### config.mk
export PLATFORM = sky130hd
export DESIGN_NAME = keyed_message_table_core_flat
export DESIGN_NICKNAME = d
export VERILOG_FILES = /design/src/design/kmt_pkg.sv /design/src/design/kmt_if.sv /design/src/design/keyed_message_table_core.sv /design/src/flat_wrapper.sv
export SDC_FILE = /design/constraint.sdc
export NUM_CORES = 1
export LEC_CHECK = 0
export BUFFER_PORTS_ARGS = -buffer_cell sky130_fd_sc_hd__buf_2
export CORE_MARGIN = 2
export CORE_UTILIZATION = 40
export CTS_BUF_LIST = sky130_fd_sc_hd__clkbuf_8 sky130_fd_sc_hd__clkbuf_16
export CTS_CLUSTER_DIAMETER = 80
export DETAILED_ROUTE_END_ITERATION = 8
export PLACE_DENSITY_LB_ADDON = 0.2
export SYNTH_ARGS = -nofsm -noshare
export SYNTH_HDL_FRONTEND = slang
export SYNTH_SLANG_ARGS = --single-unit
### constraint.sdc
create_clock -name clk -period 9.5 [get_ports clk]
set_input_delay 1.425 -clock clk [delete_from_list [all_inputs] [get_ports clk]]
set_output_delay 1.425 -clock clk [all_outputs]
set_load 0.02 [all_outputs]
### src/design/kmt_pkg.sv
// ----------------------------------------------------------------------------
// kmt_pkg
// Types and constants shared by the keyed message table.
// ----------------------------------------------------------------------------
`timescale 1ns / 1ps

package kmt_pkg;

	localparam int SLOTS_DEF        = 16;
	localparam int PAYLOAD_BITS_DEF = 32;

	localparam int KIND_W   = 2;
	localparam int KEY_W    = 32;
	localparam int DATA_W   = 32;
	localparam int STATUS_W = 3;
	localparam int COUNT_W  = 5;

	typedef enum logic [KIND_W-1:0] {
		K_ADD    = 2'd0,
		K_GET    = 2'd1,
		K_REMOVE = 2'd2
	} kind_t;

	typedef enum logic [STATUS_W-1:0] {
		ST_UPDATED   = 3'd0,
		ST_INSERTED  = 3'd1,
		ST_FOUND     = 3'd2,
		ST_NOT_FOUND = 3'd3,
		ST_REMOVED   = 3'd4,
		ST_FULL      = 3'd5,
		ST_REJECTED  = 3'd6
	} status_t;

	typedef enum logic [2:0] {
		S_CLEAR,
		S_IDLE,
		S_SCAN,
		S_DECIDE,
		S_RESP
	} state_t;

endpackage

### src/design/kmt_if.sv
// ----------------------------------------------------------------------------
// kmt_if
// Request and response channels of the keyed message table.
// ----------------------------------------------------------------------------
`timescale 1ns / 1ps

interface kmt_req_if import kmt_pkg::*; ();
	logic              valid;
	logic              ready;
	logic [KIND_W-1:0] kind;
	logic [KEY_W-1:0]  key;
	logic              key_is_empty_marker;
	logic [DATA_W-1:0] payload_in;

	modport source (output valid, kind, key, key_is_empty_marker, payload_in, input ready);
	modport sink   (input valid, kind, key, key_is_empty_marker, payload_in, output ready);
endinterface

interface kmt_rsp_if import kmt_pkg::*; ();
	logic                valid;
	logic                ready;
	logic [STATUS_W-1:0] status;
	logic [DATA_W-1:0]   payload_out;
	logic [COUNT_W-1:0]  valid_count;
	logic [COUNT_W-1:0]  free_count;

	modport source (output valid, status, payload_out, valid_count, free_count, input ready);
	modport sink   (input valid, status, payload_out, valid_count, free_count, output ready);
endinterface

### src/design/keyed_message_table_core.sv
// ----------------------------------------------------------------------------
// keyed_message_table_core
// Fixed-capacity key/payload store with add, get and remove requests.
// ----------------------------------------------------------------------------
// Each request walks all SLOTS entries through the single read port of the
// entry memory, one entry per cycle, looking for the matching key and the
// lowest free slot; S_DECIDE then decides and writes back, and S_RESP loads
// the response register once it is free. The block takes no new request
// until the previous one has loaded its response; the entry-memory scan
// sets how long that takes. The response register lets a new request be
// taken while the previous response still waits. After reset the block
// clears the valid bits of every entry-memory slot and holds req.ready low.
`timescale 1ns / 1ps

module keyed_message_table_core import kmt_pkg::*; #(
	parameter int SLOTS        = SLOTS_DEF,
	parameter int PAYLOAD_BITS = PAYLOAD_BITS_DEF
) (
	input  logic         clk,
	input  logic         arst_n,
	kmt_req_if.sink      req,
	kmt_rsp_if.source    rsp
);

	localparam int AW    = $clog2(SLOTS);
	localparam int CNT_W = $clog2(SLOTS + 1);
	localparam int ENT_W = KEY_W + 1;

	// Entry memory holds {valid, key}; payload memory holds the contents
	logic [ENT_W-1:0]        ent_mem [SLOTS];
	logic [PAYLOAD_BITS-1:0] pay_mem [SLOTS];

	state_t state_q, state_d;

	logic [AW-1:0]           clr_addr_q;
	logic [AW-1:0]           scan_addr_q;
	logic                    issue_on_q;
	logic                    cmp_vld_s1;
	logic                    cmp_last_s1;
	logic [AW-1:0]           cmp_idx_s1;
	logic [ENT_W-1:0]        ent_rd_s1;
	logic                    hit_q;
	logic [AW-1:0]           hit_idx_q;
	logic                    free_q;
	logic [AW-1:0]           free_idx_q;
	logic [CNT_W-1:0]        occ_q;

	kind_t                   kind_q;
	logic [KEY_W-1:0]        key_q;
	logic                    marker_q;
	logic [PAYLOAD_BITS-1:0] pay_in_q;
	logic [PAYLOAD_BITS-1:0] pay_rd_s1;
	status_t                 res_status_q;

	logic                    rsp_valid_q;
	status_t                 rsp_status_q;
	logic [DATA_W-1:0]       rsp_payload_q;
	logic [COUNT_W-1:0]      rsp_vcnt_q;
	logic [COUNT_W-1:0]      rsp_fcnt_q;

	logic                    in_ready;
	logic                    in_fire;
	logic                    ent_we;
	logic [AW-1:0]           ent_wa;
	logic [ENT_W-1:0]        ent_wd;
	logic                    pay_we;
	logic [AW-1:0]           pay_wa;
	status_t                 dec_status;
	logic                    occ_inc;
	logic                    occ_dec;
	logic                    load_out;
	logic                    hit_ok;

	assign in_fire = req.valid && in_ready;
	assign hit_ok  = hit_q && !marker_q;

	// Sequencer
	always_ff @(posedge clk or negedge arst_n) begin
		if (!arst_n) begin
			state_q <= S_CLEAR;
		end else begin
			state_q <= state_d;
		end
	end

	always_comb begin
		state_d    = state_q;
		in_ready   = 1'b0;
		ent_we     = 1'b0;
		ent_wa     = hit_idx_q;
		ent_wd     = {1'b0, key_q};
		pay_we     = 1'b0;
		pay_wa     = hit_idx_q;
		dec_status = ST_REJECTED;
		occ_inc    = 1'b0;
		occ_dec    = 1'b0;
		load_out   = 1'b0;
		case (state_q)
			S_CLEAR: begin
				ent_we = 1'b1;
				ent_wa = clr_addr_q;
				ent_wd = '0;
				if (clr_addr_q == AW'(SLOTS - 1)) begin
					state_d = S_IDLE;
				end
			end
			S_IDLE: begin
				in_ready = 1'b1;
				if (req.valid) begin
					state_d = S_SCAN;
				end
			end
			S_SCAN: begin
				if (cmp_vld_s1 && cmp_last_s1) begin
					state_d = S_DECIDE;
				end
			end
			S_DECIDE: begin
				case (kind_q)
					K_ADD: begin
						if (marker_q) begin
							dec_status = ST_REJECTED;
						end else if (hit_q) begin
							dec_status = ST_UPDATED;
							pay_we     = 1'b1;
						end else if (free_q) begin
							dec_status = ST_INSERTED;
							ent_we     = 1'b1;
							ent_wa     = free_idx_q;
							ent_wd     = {1'b1, key_q};
							pay_we     = 1'b1;
							pay_wa     = free_idx_q;
							occ_inc    = 1'b1;
						end else begin
							dec_status = ST_FULL;
						end
					end
					K_GET: begin
						dec_status = hit_ok ? ST_FOUND : ST_NOT_FOUND;
					end
					K_REMOVE: begin
						if (hit_ok) begin
							dec_status = ST_REMOVED;
							ent_we     = 1'b1;
							occ_dec    = 1'b1;
						end else begin
							dec_status = ST_NOT_FOUND;
						end
					end
					default: begin
						dec_status = ST_REJECTED;
					end
				endcase
				state_d = S_RESP;
			end
			S_RESP: begin
				// hold until the response register is free
				if (!rsp_valid_q || rsp.ready) begin
					load_out = 1'b1;
					state_d  = S_IDLE;
				end
			end
			default: begin
				state_d = S_IDLE;
			end
		endcase
	end

	// Control registers
	always_ff @(posedge clk or negedge arst_n) begin
		if (!arst_n) begin
			clr_addr_q  <= '0;
			scan_addr_q <= '0;
			issue_on_q  <= 1'b0;
			cmp_vld_s1  <= 1'b0;
			cmp_last_s1 <= 1'b0;
			hit_q       <= 1'b0;
			free_q      <= 1'b0;
			occ_q       <= '0;
			rsp_valid_q <= 1'b0;
		end else begin
			if (state_q == S_CLEAR) begin
				clr_addr_q <= clr_addr_q + 1'b1;
			end

			if (in_fire) begin
				scan_addr_q <= '0;
				issue_on_q  <= 1'b1;
				hit_q       <= 1'b0;
				free_q      <= 1'b0;
			end else if (issue_on_q) begin
				scan_addr_q <= scan_addr_q + 1'b1;
				if (scan_addr_q == AW'(SLOTS - 1)) begin
					issue_on_q <= 1'b0;
				end
			end

			cmp_vld_s1  <= issue_on_q;
			cmp_last_s1 <= issue_on_q && (scan_addr_q == AW'(SLOTS - 1));

			// keep the first matching and the first empty slot
			if (cmp_vld_s1) begin
				if (ent_rd_s1[KEY_W] && ent_rd_s1[KEY_W-1:0] == key_q && !hit_q) begin
					hit_q <= 1'b1;
				end
				if (!ent_rd_s1[KEY_W] && !free_q) begin
					free_q <= 1'b1;
				end
			end

			if (occ_inc) begin
				occ_q <= occ_q + 1'b1;
			end else if (occ_dec) begin
				occ_q <= occ_q - 1'b1;
			end

			if (load_out) begin
				rsp_valid_q <= 1'b1;
			end else if (rsp.ready) begin
				rsp_valid_q <= 1'b0;
			end
		end
	end

	// Datapath and memories
	always_ff @(posedge clk) begin
		if (in_fire) begin
			kind_q   <= kind_t'(req.kind);
			key_q    <= req.key;
			marker_q <= req.key_is_empty_marker;
			pay_in_q <= PAYLOAD_BITS'(req.payload_in);
		end

		if (issue_on_q) begin
			ent_rd_s1  <= ent_mem[scan_addr_q];
			cmp_idx_s1 <= scan_addr_q;
		end

		if (cmp_vld_s1) begin
			if (ent_rd_s1[KEY_W] && ent_rd_s1[KEY_W-1:0] == key_q && !hit_q) begin
				hit_idx_q <= cmp_idx_s1;
			end
			if (!ent_rd_s1[KEY_W] && !free_q) begin
				free_idx_q <= cmp_idx_s1;
			end
		end

		if (ent_we) begin
			ent_mem[ent_wa] <= ent_wd;
		end
		if (pay_we) begin
			pay_mem[pay_wa] <= pay_in_q;
		end

		if (state_q == S_DECIDE) begin
			pay_rd_s1    <= pay_mem[hit_idx_q];
			res_status_q <= dec_status;
		end

		if (load_out) begin
			rsp_status_q  <= res_status_q;
			rsp_payload_q <= (res_status_q == ST_FOUND) ? DATA_W'(pay_rd_s1) : '0;
			rsp_vcnt_q    <= COUNT_W'(occ_q);
			rsp_fcnt_q    <= COUNT_W'(CNT_W'(SLOTS) - occ_q);
		end
	end

	assign req.ready       = in_ready;
	assign rsp.valid       = rsp_valid_q;
	assign rsp.status      = rsp_status_q;
	assign rsp.payload_out = rsp_payload_q;
	assign rsp.valid_count = rsp_vcnt_q;
	assign rsp.free_count  = rsp_fcnt_q;

endmodule

### src/flat_wrapper.sv
// flat-port wrapper written by rule: the top's interface ports become plain ports
module keyed_message_table_core_flat import kmt_pkg::*;
#(
	parameter int SLOTS        = SLOTS_DEF,
	parameter int PAYLOAD_BITS = PAYLOAD_BITS_DEF
)
  (clk, arst_n, req_valid, req_kind, req_key, req_key_is_empty_marker, req_payload_in, req_ready, rsp_valid, rsp_status, rsp_payload_out, rsp_valid_count, rsp_free_count, rsp_ready);
  kmt_req_if req_i ();
  kmt_rsp_if rsp_i ();
  input  logic clk;
  input  logic arst_n;
  input wire logic [$bits(req_i.valid)-1:0] req_valid;
  input wire logic [$bits(req_i.kind)-1:0] req_kind;
  input wire logic [$bits(req_i.key)-1:0] req_key;
  input wire logic [$bits(req_i.key_is_empty_marker)-1:0] req_key_is_empty_marker;
  input wire logic [$bits(req_i.payload_in)-1:0] req_payload_in;
  output wire logic [$bits(req_i.ready)-1:0] req_ready;
  output wire logic [$bits(rsp_i.valid)-1:0] rsp_valid;
  output wire logic [$bits(rsp_i.status)-1:0] rsp_status;
  output wire logic [$bits(rsp_i.payload_out)-1:0] rsp_payload_out;
  output wire logic [$bits(rsp_i.valid_count)-1:0] rsp_valid_count;
  output wire logic [$bits(rsp_i.free_count)-1:0] rsp_free_count;
  input wire logic [$bits(rsp_i.ready)-1:0] rsp_ready;
  assign req_i.valid = req_valid;
  assign req_i.kind = req_kind;
  assign req_i.key = req_key;
  assign req_i.key_is_empty_marker = req_key_is_empty_marker;
  assign req_i.payload_in = req_payload_in;
  assign req_ready = req_i.ready;
  assign rsp_valid = rsp_i.valid;
  assign rsp_status = rsp_i.status;
  assign rsp_payload_out = rsp_i.payload_out;
  assign rsp_valid_count = rsp_i.valid_count;
  assign rsp_free_count = rsp_i.free_count;
  assign rsp_i.ready = rsp_ready;
  keyed_message_table_core #(.SLOTS(SLOTS), .PAYLOAD_BITS(PAYLOAD_BITS)) u_core (.clk(clk), .arst_n(arst_n), .req(req_i), .rsp(rsp_i));
endmodule
Word level (Yosys, flattened, before mapping). Memories as Yosys holds them, arrays and structs flattened. A register that Yosys moved wholly into a read port is not among the register bits. Cells that the tools add are included.

Register bits after elaboration: 149. RAM bits: 1040. Memories: 2.

Memories: u_core.ent_mem (words 16, width 33, read ports 1, clocked after memory_dff 1, wr ports 1, RTL line keyed_message_table_core.sv:30) `logic [ENT_W-1:0] ent_mem [SLOTS];`; u_core.pay_mem (words 16, width 32, read ports 1, clocked after memory_dff 1, wr ports 1, RTL line keyed_message_table_core.sv:31) `logic [PAYLOAD_BITS-1:0] pay_mem [SLOTS];`.

$add $sub $neg: 5. Equality and inequality tests: 14. Mux-type cells: 58. Reductions and logical operators: 21.

Operators by type and width (count): $mux W33 (4); $pmux W33 S2 (1); $eq A32 B32 Y1 (1); $mux W1 (31); $mux W4 (7); $mux W3 (8); $pmux W3 S5 (1); $mux W5 (2); $eq A3 B2 Y1 const B (3); $pmux W3 S3 (1); $add A4 B1 Y4 const B (2); $eq A4 B4 Y1 const B (2); $pmux W4 S2 (1); $logic_and A1 B1 Y1 (7); $ne A2 B1 Y1 const B (3); $reduce_bool A2 Y1 (3); $add A5 B1 Y5 const B (1); $logic_not A1 Y1 (5); $sub A5 B1 Y5 const B (1); $sub A5 B5 Y5 const A (1); $pmux W1 S2 (2); $reduce_and A2 Y1 (2); $reduce_and A4 Y1 (1); $eq A3 B1 Y1 const B (1); other kinds (7) (7).

Logic depth before layout (Yosys ltp). Gate-level depths: netlist of run 1.

Word-level depth: 7. Gate-level depth with buffers: 10. Mapped depth without buffers: 9.

Worst setup path before layout of run 1. Ideal clock, no wire load.

Path type: reg2reg. Start: register u_core.kind_q[1]. End: memory u_core.pay_mem[2][0] (netlist name), enable pin. Arrival time: 3806 ps. Slack: 5233 ps. Stages on the path, launching flop included: 6. Path buffers: 1. Period minus slack after synthesis: 4267 ps. Cell sequence: edfxtp_1 > buf_6 > or3b_4 > nor3_4 > mux2_4 > nor3_1.

Word-level cells in the longest chain between the ends: 5. Elaborated cells on any way between the ends: 7. Classes of those cells: 6 x mux; 1 x reduce/logical.

RTL lines: from (decl) (RTL line keyed_message_table_core.sv:48) `kind_t kind_q;`; from (signal assigned) (RTL line keyed_message_table_core.sv:228) `kind_q <= kind_t'(req.kind);`; $logic_not A2 Y1 (*) (RTL line keyed_message_table_core.sv:119) `case (kind_q)`; $mux W1 (RTL line keyed_message_table_core.sv:119); $mux W1 (RTL line keyed_message_table_core.sv:98) `case (state_q)`; $mux W1 (RTL line keyed_message_table_core.sv:251) `if (pay_we) begin`; $mux W1 (implied by the code) (RTL line keyed_message_table_core.sv:252) `pay_mem[pay_wa] <= pay_in_q;`; to (decl) (RTL line keyed_message_table_core.sv:31).

Mark *: on every way between the ends. The rest lies on a longest branch, timed or not.

Final worst setup path of run 1.
Start: register u_core.kind_q[1]. End: memory u_core.pay_mem[4][30] (netlist name), enable pin.

The elaborated chain is that of the path after synthesis.

==> results of run 1 <==
-- cells by family (layout without fill, tap and decap cells) --
| kind of cell | count (synthesis) | after routing | synth area share |
|---|---|---|---|
| buffers and inverters | 112 | 419 | 0.0115 |
| multiplexers | 331 | 331 | 0.147 |
| AND/OR/NAND/NOR | 214 | 214 | 0.0261 |
| flip-flops | 1253 | 1253 | 0.791 |
| AO/OA/AOI/OAI | 101 | 101 | 0.0144 |
| XOR/XNOR | 46 | 46 | 0.00849 |
| adder cells (fa/ha/maj) | 7 | 7 | 0.00200 |
-- per-layer routing --
metal / vias up / GRT usage
met1: 11300 / 0.221
met2: 524 / 0.285
met4: 0 / 0.0585
li1: 9062 / -
met3: 165 / 0.0298
met5: - / 0
-- worst max-delay path by stage --
| stage | from | cells past startpoint | endpoint | slack, ps |
|---|---|---|---|---|
| 2_1_floorplan | u_core.kind_q[1]$_DFFE_PP_ | 5 | u_core.pay_mem[2][0]$_DFFE_PP_ | 5230 |
| 3_3_place_gp | u_core.hit_idx_q[1]$_DFFE_PP_ | 5 | u_core.pay_mem[6][14]$_DFFE_PP_ | 5420 |
| 3_5_place_dp | u_core.hit_idx_q[1]$_DFFE_PP_ | 5 | u_core.pay_mem[6][15]$_DFFE_PP_ | 5360 |
| 4_1_cts | u_core.hit_idx_q[1]$_DFFE_PP_ | 5 | u_core.pay_mem[6][31]$_DFFE_PP_ | 5340 |
| 5_1_grt | u_core.kind_q[1]$_DFFE_PP_ | 5 | u_core.pay_mem[4][30]$_DFFE_PP_ | 5190 |
| 6_report | u_core.kind_q[1]$_DFFE_PP_ | 5 | u_core.pay_mem[4][30]$_DFFE_PP_ | 5430 |
-- final cells by class --
cell class                 count  area [um2]
inverter                      10        40.0
multi-input combinational    699        9640
clock buffer                 140        3500
timing repair buffer         167         986
fill                        9829       63600
clock inverter               102         708
tap                         1536        1920
sequential                  1253       37500
-- synth_stat cells, types with 2 or more instances --
| cell | number |
|---|---|
| nand3_1 | 11 |
| ha_1 | 6 |
| buf_6 | 9 |
| xnor2_1 | 31 |
| buf_1 | 7 |
| nor4_1 | 4 |
| nor3_1 | 9 |
| o21ai_0 | 7 |
| mux2_2 | 2 |
| nor2b_1 | 70 |
| inv_1 | 10 |
| a221oi_1 | 3 |
| and2_1 | 35 |
| nor3b_1 | 7 |
| xor2_1 | 15 |
| a221o_1 | 3 |
| nor2_1 | 39 |
| nand3b_4 | 2 |
| a21oi_1 | 38 |
| or2_4 | 2 |
| a21o_1 | 3 |
| edfxtp_1 | 1231 |
| nand4_1 | 7 |
| a211oi_1 | 35 |
| dfrtp_1 | 22 |
| nand2_1 | 19 |
| a31oi_1 | 2 |
| and3_1 | 2 |
| buf_2 | 36 |
| clkbuf_1 | 48 |
| mux4_2 | 292 |
| a31oi_2 | 3 |
| mux2i_1 | 36 |
-- worst max-delay path: cells and delay by family (launching register included) --
family / cells / cell delay (ps)
AND/OR/NAND/NOR: 4 / 2490
multiplexers: 1 / 640
flip-flops: 1 / 520
-- stage by stage --
step           power [mW]  hold WS [ps]  instance area, um2  cells
2_1_floorplan        9.35           418               47500   2064
3_3_place_gp         10.3           427               50100   3665
3_5_place_dp         10.4           439               50100   3665
4_1_cts              15.4           458               54300   3907
5_1_grt              15.8           479               54300   3907
6_report             15.1           456               54300   3907
-- registers in the layout, summed over array words and instances (netlist names), 4 cells and up --
| name | flops |
|---|---|
| u_core.hit_idx_q | 4 |
| u_core.ent_mem | 528 |
| u_core.rsp.free_count | 5 |
| u_core.key_q | 32 |
| u_core.rsp.valid_count | 4 |
| u_core.pay_rd_s1 | 32 |
| u_core.occ_q | 5 |
| u_core.scan_addr_q | 4 |
| u_core.rsp.payload_out | 32 |
| u_core.pay_mem | 512 |
| u_core.pay_in_q | 32 |
| u_core.ent_rd_s1 | 33 |
| u_core.cmp_idx_s1 | 4 |
| u_core.free_idx_q | 4 |
| u_core.clr_addr_q | 4 |
-- report_power, final --
part           switching [mW]  leakage [nW]  total [mW]  internal (mW)
Clock                    2.08          2.19        4.97           2.88
Sequential              0.412          11.5        7.55           7.14
Combinational            1.60          3.64        2.63           1.03
==> impl_metrics.yaml, run 1 <==
run_status:
  status: "completed"
pwr:
  powerDensity_nw_per_um2: 279
  p_leak_nw: 17.3
  vdd_ir_drop_max_v: 0.000206
timing:
  rsz0062_at_grt: "false"
  hold_viol_final: 0
  slew_violations: 0
  fin_crit_sh: 0.428
  tns_ps: 0
  skew_ps: 25.3
  setup_violations: 0
  fin_ws_ps: 5430
  finalCriticalPeriod_ps: 4070
  fmax_ghz: 0.246
  slew_headroom: 0.194
  tightest_slew_ps: 1210
die:
  rows: 126
  floorplan.initialDensity: 0.402
  die_area_um2: 121000
  die_h_um: 348
  die_x_um: 348
  ioPinCount: 118
  coreArea_um2: 118000
cts:
  cts_buffer_depth: 3
  post_cts_buffers: 0
  cts_buffers: 135
  cts-root-buf: "clkbuf_16"
  h-tree-depth: 4
  cts_tree: "built"
  worstSkewPairLatency_ps: 720
  cts_resized: 0
  clk_pin_slew_worst_paths_ps: 60
  cts_sinks: 1253
  postCtsHoldBufs: 0
global_routing:
  grt_use_total: 0.169
  grt_pass1_wl_mm: 149
  antenna_found_initial: 3
  grt_max_degree: 91
  grt_pass1_vias: 22600
  overflow: 0
flow_run:
  cap_violations: 0
critical_path:
  crit_type: "reg -> reg"
  timing.rr.end: "u_core.pay_mem[4][30]$_DFFE_PP_"
  required_ps: 9820
  cp.arrival_ps: 4380
  start_kind: "flip-flop"
  end_kind: "flip-flop"
  slowest_delay_ps: 1030
  slowest_stage: "nor2_4"
  r2r_start: "u_core.kind_q[1]$_DFFE_PP_"
  ff2ff_path_depth: 5
  critical_path.cell_chain: "or3b_4 -> nor3_4 -> mux2i_1 -> nand2_1 -> nor2_4"
  cp_max_fo: 32
  r2r_slack_ps: 5430
synth:
  synth_seq_cells: 1253
  synth-seq-area-share: 0.791
  synth_edf_count: 1231
  synthArstFlopShare: 0.0176
  yosys.area.top_type: "edfxtp_1"
  syn-num-nets: 2142
  synthCells: 2064
  syn_area_um2: 47500
  ys_types: 51
  syn_avg_cell_area_um2: 23.0
  yosysTopAreaCellShare: 0.779
  synth_area_leaders: "edfxtp_1 78%, mux4_2 14%, dfrtp_1 1.2%"
  ys.warnings.count: 0
  ys.flop_type: "edfxtp_1"
detailed_routing:
  vias: 21000
  drtIter0Drc: 1589
  dr_wl_met2_mm: 51.3
  ant_nets: 0
  post_drt_wl_per_cell_um: 25.9
  drc: 0
  drt-total-wl_mm: 101
  drtPass1Iterations: 5
  met1Wirelength_mm: 42.5
  dr_wl_met3_mm: 4.68
  viasPerCell: 5.38
  routed.top_layer: "met4"
finish:
  final_cell_mix: "1231 x edfxtp_1, 292 x mux4_2, 140 x clkbuf_16"
  drive_above_1_share: 0.294
  final_nets: 2344
  final_core_util: 0.461
  areaGrowthSynthToFinish_pct: 14.5
  final_common_cell: "edfxtp_1"
  antenna_cells: 0
hold_path:
  hold_class: "reg -> reg"
  min-delay-start: "u_core.cmp_idx_s1[0]$_DFFE_PP_"
  holdPathStages: 0
  holdPathEnd: "u_core.hit_idx_q[0]$_DFFE_PP_"
placement:
  dpl_worst_slack_ps: 5360
  io_buffer_count: 117
  hpwl_mm: 52.5
  routabilityCongestion: 0.751
No activity file was read; power rests on OpenSTA's default activity.
==> run 2, diff against run 1 <==
clock period = 3.99 ns   (was 9.5 ns; I/O delays follow)
==> run 2 against run 1 <==
  * Sequential share of layout area fell by 0.88 points
  * Count of clock-buffer cells in the layout rose by 1
  * Via count rose by 0.21%
  * Setup slack got worse by 4700 ps
  * Critical path depth rose by 3
  * Critical endpoint is now u_core.pay_mem[7][9]$_DFFE_PP_
==> impl_metrics.yaml, run 2 (same netlist as run 1, synthesis figures left out) <==
pwr:
  p_leak_nw: 17.7
  vdd_ir_drop_max_v: 0.000549
  powerDensity_nw_per_um2: 663
placement:
  placed_cell_area_um2: 50500
  io_buffer_count: 117
  dpl_worst_slack_ps: 693
  routabilityCongestion: 0.753
  hpwl_mm: 57.7
timing:
  hold_slack_ps: 55.1
  finalCriticalPeriod_ps: 3300
  tightest_slew_ps: 1200
  fin_crit_sh: 0.828
  slew_violations: 0
  fmax_ghz: 0.303
  hold_viol_final: 0
  skew_ps: 26.5
  rsz0062_at_grt: "false"
  fin_ws_ps: 685
  slew_headroom: 0.199
  setup_violations: 0
detailed_routing:
  drt-total-wl_mm: 101
  drtPass1Iterations: 5
  drc: 0
  post_drt_wl_per_cell_um: 25.5
  drtIter0Drc: 1710
  ant_nets: 0
  vias: 21100
  viasPerCell: 5.32
global_routing:
  grt_max_degree: 129
  grt_pass1_wl_mm: 150
  grt_pass1_vias: 22800
  grt_use_total: 0.169
  antenna_found_initial: 0
  overflow: 0
die:
  die_area_um2: 121000
  die_x_um: 348
  floorplan.initialDensity: 0.402
  ioPinCount: 118
  rows: 126
  die_h_um: 348
  coreArea_um2: 118000
critical_path:
  start_kind: "flip-flop"
  crit_type: "reg -> reg"
  cp.arrival_ps: 3710
  end_kind: "flip-flop"
  crit_path_start: "u_core.kind_q[1]$_DFFE_PP_"
  ff2ff_path_depth: 8
  timing.rr.end: "u_core.pay_mem[7][9]$_DFFE_PP_"
  cp_max_fo: 24
  r2r_start: "u_core.kind_q[1]$_DFFE_PP_"
  crit_end: "u_core.pay_mem[7][9]$_DFFE_PP_"
  required_ps: 4400
  r2r_slack_ps: 690
flow_run:
  cap_violations: 0
cts:
  cts_sinks: 1253
  cts-root-buf: "clkbuf_16"
  worstSkewPairLatency_ps: 720
  cts_resized: 0
  cts_tree: "built"
  cts_buffers: 135
  cts_buffer_depth: 3
  post_cts_buffers: 0
  clk_pin_slew_worst_paths_ps: 60
  h-tree-depth: 4
finish:
  largest_register: "u_core.ent_mem"
  antenna_cells: 0
  final_core_util: 0.467
  largest_reg_flops: 528
  final_common_cell: "edfxtp_1"
  postLayoutCellArea_um2: 55000
  final_cell_mix: "1231 x edfxtp_1, 292 x mux4_2, 141 x clkbuf_16"
  top_regs: "u_core.ent_mem x528, u_core.pay_mem x512, u_core.ent_rd_s1 x33"
  areaGrowthSynthToFinish_pct: 16.0
  nFillCells: 9682
  final_nets: 2396
  drive_above_1_share: 0.301
hold_path:
  min-delay-start: "req_key[5]"
  hold_class: "in -> reg"
run_status:
  status: "completed"
## run 2: changes by cell type in the layout (fill, tap and decap cells not counted)
cell           delta
buf_12           +14
buf_4            +12
bufinv_16         +1
clkbuf_16         +1
clkinv_1          -7
clkinv_2          +5
clkinv_4          +1
clkinvlp_4        +2
dlygate4sd3_1    +26
inv_6             -3
nor3_2            -3
nor3_4            +3
## run 2: repair_timing
action                                 in CTS  in global routing
hold buffers                               26                  0
endpoints found under the hold margin      47                  0
setup endpoints to repair                   0                  0
## run 2: layout make-up
type | count | area (um2) | area share
Inverter | 10 | 40.0 | 0.000728
Tap cell | 1536 | 1920 | 0.0349
Multi-Input combinational cell | 699 | 9660 | 0.175
Clock buffer | 141 | 3530 | 0.0641
Sequential cell | 1253 | 37500 | 0.682
Clock inverter | 101 | 734 | 0.0133
Timing Repair Buffer | 219 | 1620 | 0.0294
## run 2: per-layer routing
layer | global-route usage | routed length [um] | vias up
li1 | - | - | 9154
met1 | 0.217 | 42200 | 11200
met2 | 0.291 | 52100 | 524
met3 | 0.0284 | 4340 | 155
met4 | 0.0562 | 2430 | 0
met5 | 0 | 0 | -
## run 2: report_power, final
| group | switching [mW] | leakage [nW] | internal (mW) |
|---|---|---|---|
| Sequential | 0.920 | 11.5 | 17.0 |
| Combinational | 4.02 | 3.95 | 2.65 |
| Clock | 4.94 | 2.21 | 6.97 |
| Total | 9.88 | 17.7 | 26.6 |
## run 2: how the worst min path moves through the flow
stage	cells past startpoint	end
6_report	1	u_core.key_q[5]$_DFFE_PP_
3_3_place_gp	0	u_core.free_idx_q[3]$_DFFE_PP_
2_1_floorplan	0	u_core.clr_addr_q[0]$_DFFE_PN0N_
4_1_cts	1	u_core.key_q[9]$_DFFE_PP_
3_5_place_dp	0	u_core.free_idx_q[3]$_DFFE_PP_
5_1_grt	1	u_core.key_q[5]$_DFFE_PP_
## run 2: stage by stage
stage | std cells | power, mW | TNS (ps)
6_report | 3959 | 36.5 | 0
5_1_grt | 3959 | 38.1 | 0
4_1_cts | 3959 | 37.0 | 0
3_5_place_dp | 3691 | 25.0 | 0
3_3_place_gp | 3691 | 24.8 | 0
2_1_floorplan | 2064 | 22.3 | -40430
## run 2: critical path, stage by stage (launching register included)
cell      delay [ps]
edfxtp_1         520
or3b_4           490
nor3_4           320
buf_4            260
mux2i_1          190
buf_4            190
nand2_1          240
nor2_4           470
buf_12           280
==> run 3, diff against run 2 <==
ABC_AREA = 1   (was not set)
clock period = 3.4 ns   (was 3.99 ns; I/O delays follow)
==> run 3 against run 2 <==
  * Sequential power up 17%
  * Via count up 40%
  * Setup slack worse by 110 ps
  * Critical path type unchanged
  * Highest routed layer unchanged
  * Critical endpoint is now u_core.pay_mem[9][15]$_DFFE_PP_
  * Global-route usage up 2.8 points
==> impl_metrics.yaml, run 3 <==
run_status:
  status: "completed"
die:
  die_h_um: 355
  die_area_um2: 126000
  floorplan.initialDensity: 0.403
  ioPinCount: 118
  rows: 128
  coreArea_um2: 122000
  die_x_um: 355
critical_path:
  cp.arrival_ps: 3260
  r2r_start: "u_core.state_q[2]$_DFFE_PN0P_"
  cp_max_fo: 24
  end_kind: "flip-flop"
  r2r_slack_ps: 570
  ff2ff_path_depth: 8
  crit_type: "reg -> reg"
  required_ps: 3830
  start_kind: "flip-flop"
  timing.rr.end: "u_core.pay_mem[9][15]$_DFFE_PP_"
cts:
  clk_pin_slew_worst_paths_ps: 60
  worstSkewPairLatency_ps: 770
  cts_buffers: 136
  cts-root-buf: "clkbuf_16"
  cts_sinks: 1253
  cts_tree: "built"
  cts_buffer_depth: 3
  h-tree-depth: 4
  cts_resized: 0
global_routing:
  overflow: 0
  antenna_found_initial: 0
  grt_pass1_wl_mm: 187
  grt_use_total: 0.197
  grt_pass1_vias: 29200
  grt_max_degree: 202
pwr:
  p_sw_mw: 13.7
  power.total_mw: 44.1
  swShare: 0.312
  seq_power_share: 0.476
  power_frac_comb: 0.210
  clockPowerShare: 0.314
  intPower_mw: 30.3
  vdd_ir_drop_max_v: 0.000602
  powerDensity_nw_per_um2: 777
  p_leak_nw: 19.2
synth:
  synth_seq_cells: 1253
  synthTopCellsByCount: "1231 x edfxtp_1, 799 x nor2_1, 474 x o21ai_0"
  synth_area_leaders: "edfxtp_1 75%, nor2_1 6.1%, o21ai_0 4.8%"
  yosys.area.top_type: "edfxtp_1"
  yosysTopAreaCellShare: 0.752
  synthCells: 3683
  synth-seq-area-share: 0.763
  syn_avg_cell_area_um2: 13.3
  synth_edf_count: 1231
  ys_types: 41
  synthArstFlopShare: 0.0176
  ys.warnings.count: 0
  syn-num-nets: 3761
  ys.flop_type: "edfxtp_1"
  synth_most_common_cell: "edfxtp_1"
  syn_area_um2: 49200
finish:
  antenna_cells: 0
  drive_above_1_share: 0.121
  largest_reg_flops: 528
  final_nets: 3962
  final_common_cell: "edfxtp_1"
  top_regs: "u_core.ent_mem x528, u_core.pay_mem x512, u_core.ent_rd_s1 x33"
  areaGrowthSynthToFinish_pct: 15.4
  final_cell_mix: "1231 x edfxtp_1, 765 x nor2_1, 474 x o21ai_0"
  largest_register: "u_core.ent_mem"
detailed_routing:
  dr_wl_met3_mm: 6.29
  met1Wirelength_mm: 53.9
  dr_wl_met2_mm: 61.7
  drtPass1Iterations: 5
  vias: 29600
  ant_nets: 0
  routed.top_layer: "met4"
  drt-total-wl_mm: 124
  drtIter0Drc: 2820
  post_drt_wl_per_cell_um: 22.2
  drc: 0
  viasPerCell: 5.27
timing:
  slew_headroom: 0.197
  fmax_ghz: 0.354
  slew_violations: 0
  tightest_slew_ps: 1200
  hold_viol_final: 0
  tns_ps: 0
  finalCriticalPeriod_ps: 2830
  rsz0062_at_grt: "false"
  fin_crit_sh: 0.831
  skew_ps: 37.3
  setup_violations: 0
placement:
  hpwl_mm: 68.9
  io_buffer_count: 117
  routabilityCongestion: 0.818
hold_path:
  holdPathStages: 1
  holdPathEnd: "u_core.pay_in_q[31]$_DFFE_PP_"
  min-delay-start: "req_payload_in[31]"
  hold_class: "in -> reg"
flow_run:
  cap_violations: 0
[run 3: cell types whose count changed after synthesis, moves of 36 or more]
cell	delta
clkbuf_1	+71
inv_1	+121
mux2i_1	-36
mux4_2	-292
nand2_1	+234
nand3_1	+108
nor2_1	+760
nor2b_1	-70
o211ai_1	+125
o21ai_0	+467
o21ai_1	+79
o221ai_1	+63
o22ai_1	+68
[run 3: per-layer routing]
layer	up-vias	global-route usage
met4	0	0.0511
li1	13800	-
met1	14800	0.264
met5	-	0
met3	152	0.0332
met2	799	0.333
[run 3: worst max path at each step]
stage	start	to	slack, ps	depth (start not counted)
after CTS	u_core.state_q[2]$_DFFE_PN0P_	u_core.pay_mem[9][15]$_DFFE_PP_	610	8
after floorplan	u_core.state_q[2]$_DFFE_PN0P_	u_core.ent_mem[10][0]$_DFFE_PP_	150	9
after global placement	u_core.state_q[2]$_DFFE_PN0P_	u_core.ent_mem[15][8]$_DFFE_PP_	660	8
final	u_core.state_q[2]$_DFFE_PN0P_	u_core.pay_mem[9][15]$_DFFE_PP_	570	8
after global routing	u_core.state_q[2]$_DFFE_PN0P_	u_core.pay_mem[9][15]$_DFFE_PP_	400	8
after detailed placement	u_core.state_q[2]$_DFFE_PN0P_	u_core.pay_mem[9][6]$_DFFE_PP_	640	8
[run 3: power by group through the flow]
stage / Sequential (mW) / Combinational, mW / Clock (mW)
after floorplan: 20.9 / 6.03 / 0
after global placement: 21.3 / 9.26 / 0
after detailed placement: 21.3 / 9.32 / 0
after CTS: 21.0 / 9.41 / 14.2
after global routing: 21.1 / 10.3 / 14.7
final: 21.0 / 9.26 / 13.8
[run 3: cell type report]
class | count | area (um2)
flip-flops and latches | 1253 | 37500
clock buffers | 143 | 3580
well taps | 1625 | 2030
multi-input cells | 2069 | 10300
fillers | 10700 | 65100
repair buffers | 280 | 2190
clock inverters | 91 | 583
inverters | 144 | 561
[run 3: worst max-delay path: stages, from the launching register on]
cell and delay (ps):
dfrtp_1 410, inv_2 120, nand3_4 150, inv_6 270, nand3_1 180, o21ai_0 180, nand2_1 310, nor2_4 560
buf_12 280
[run 3: timing repair]
action | CTS | global route
hold buffers | 68 | 0
setup buffers | 0 | 0
hold endpoints to repair | 89 | 0
[run 3: metrics by stage]
stage | util | hold WS [ps] | cell area [um2] | worst slack [ps] | cells
floorplan | - | 214 | 49200 | 152 | 3683
global placement | 0.426 | 433 | 51900 | 657 | 5303
detailed placement | 0.426 | 435 | 51900 | 635 | 5303
CTS | 0.465 | 33.8 | 56700 | 608 | 5605
global route | 0.465 | 34.7 | 56700 | 396 | 5605
finish | 0.465 | 92.2 | 56700 | 575 | 5605
[run 3: cells by family (layout without fill, tap and decap cells)]
kind of cell / count (synthesis) / count (layout) / synth area share
and+or+nand+nor: 1209 / 1209 / 0.0985
AOI/OAI and AO/OA: 827 / 827 / 0.0983
xor gates and xnor gates: 26 / 26 / 0.00463
adders and majority gates: 7 / 7 / 0.00193
buffers and inverters: 361 / 658 / 0.0334
DFF: 1253 / 1253 / 0.763
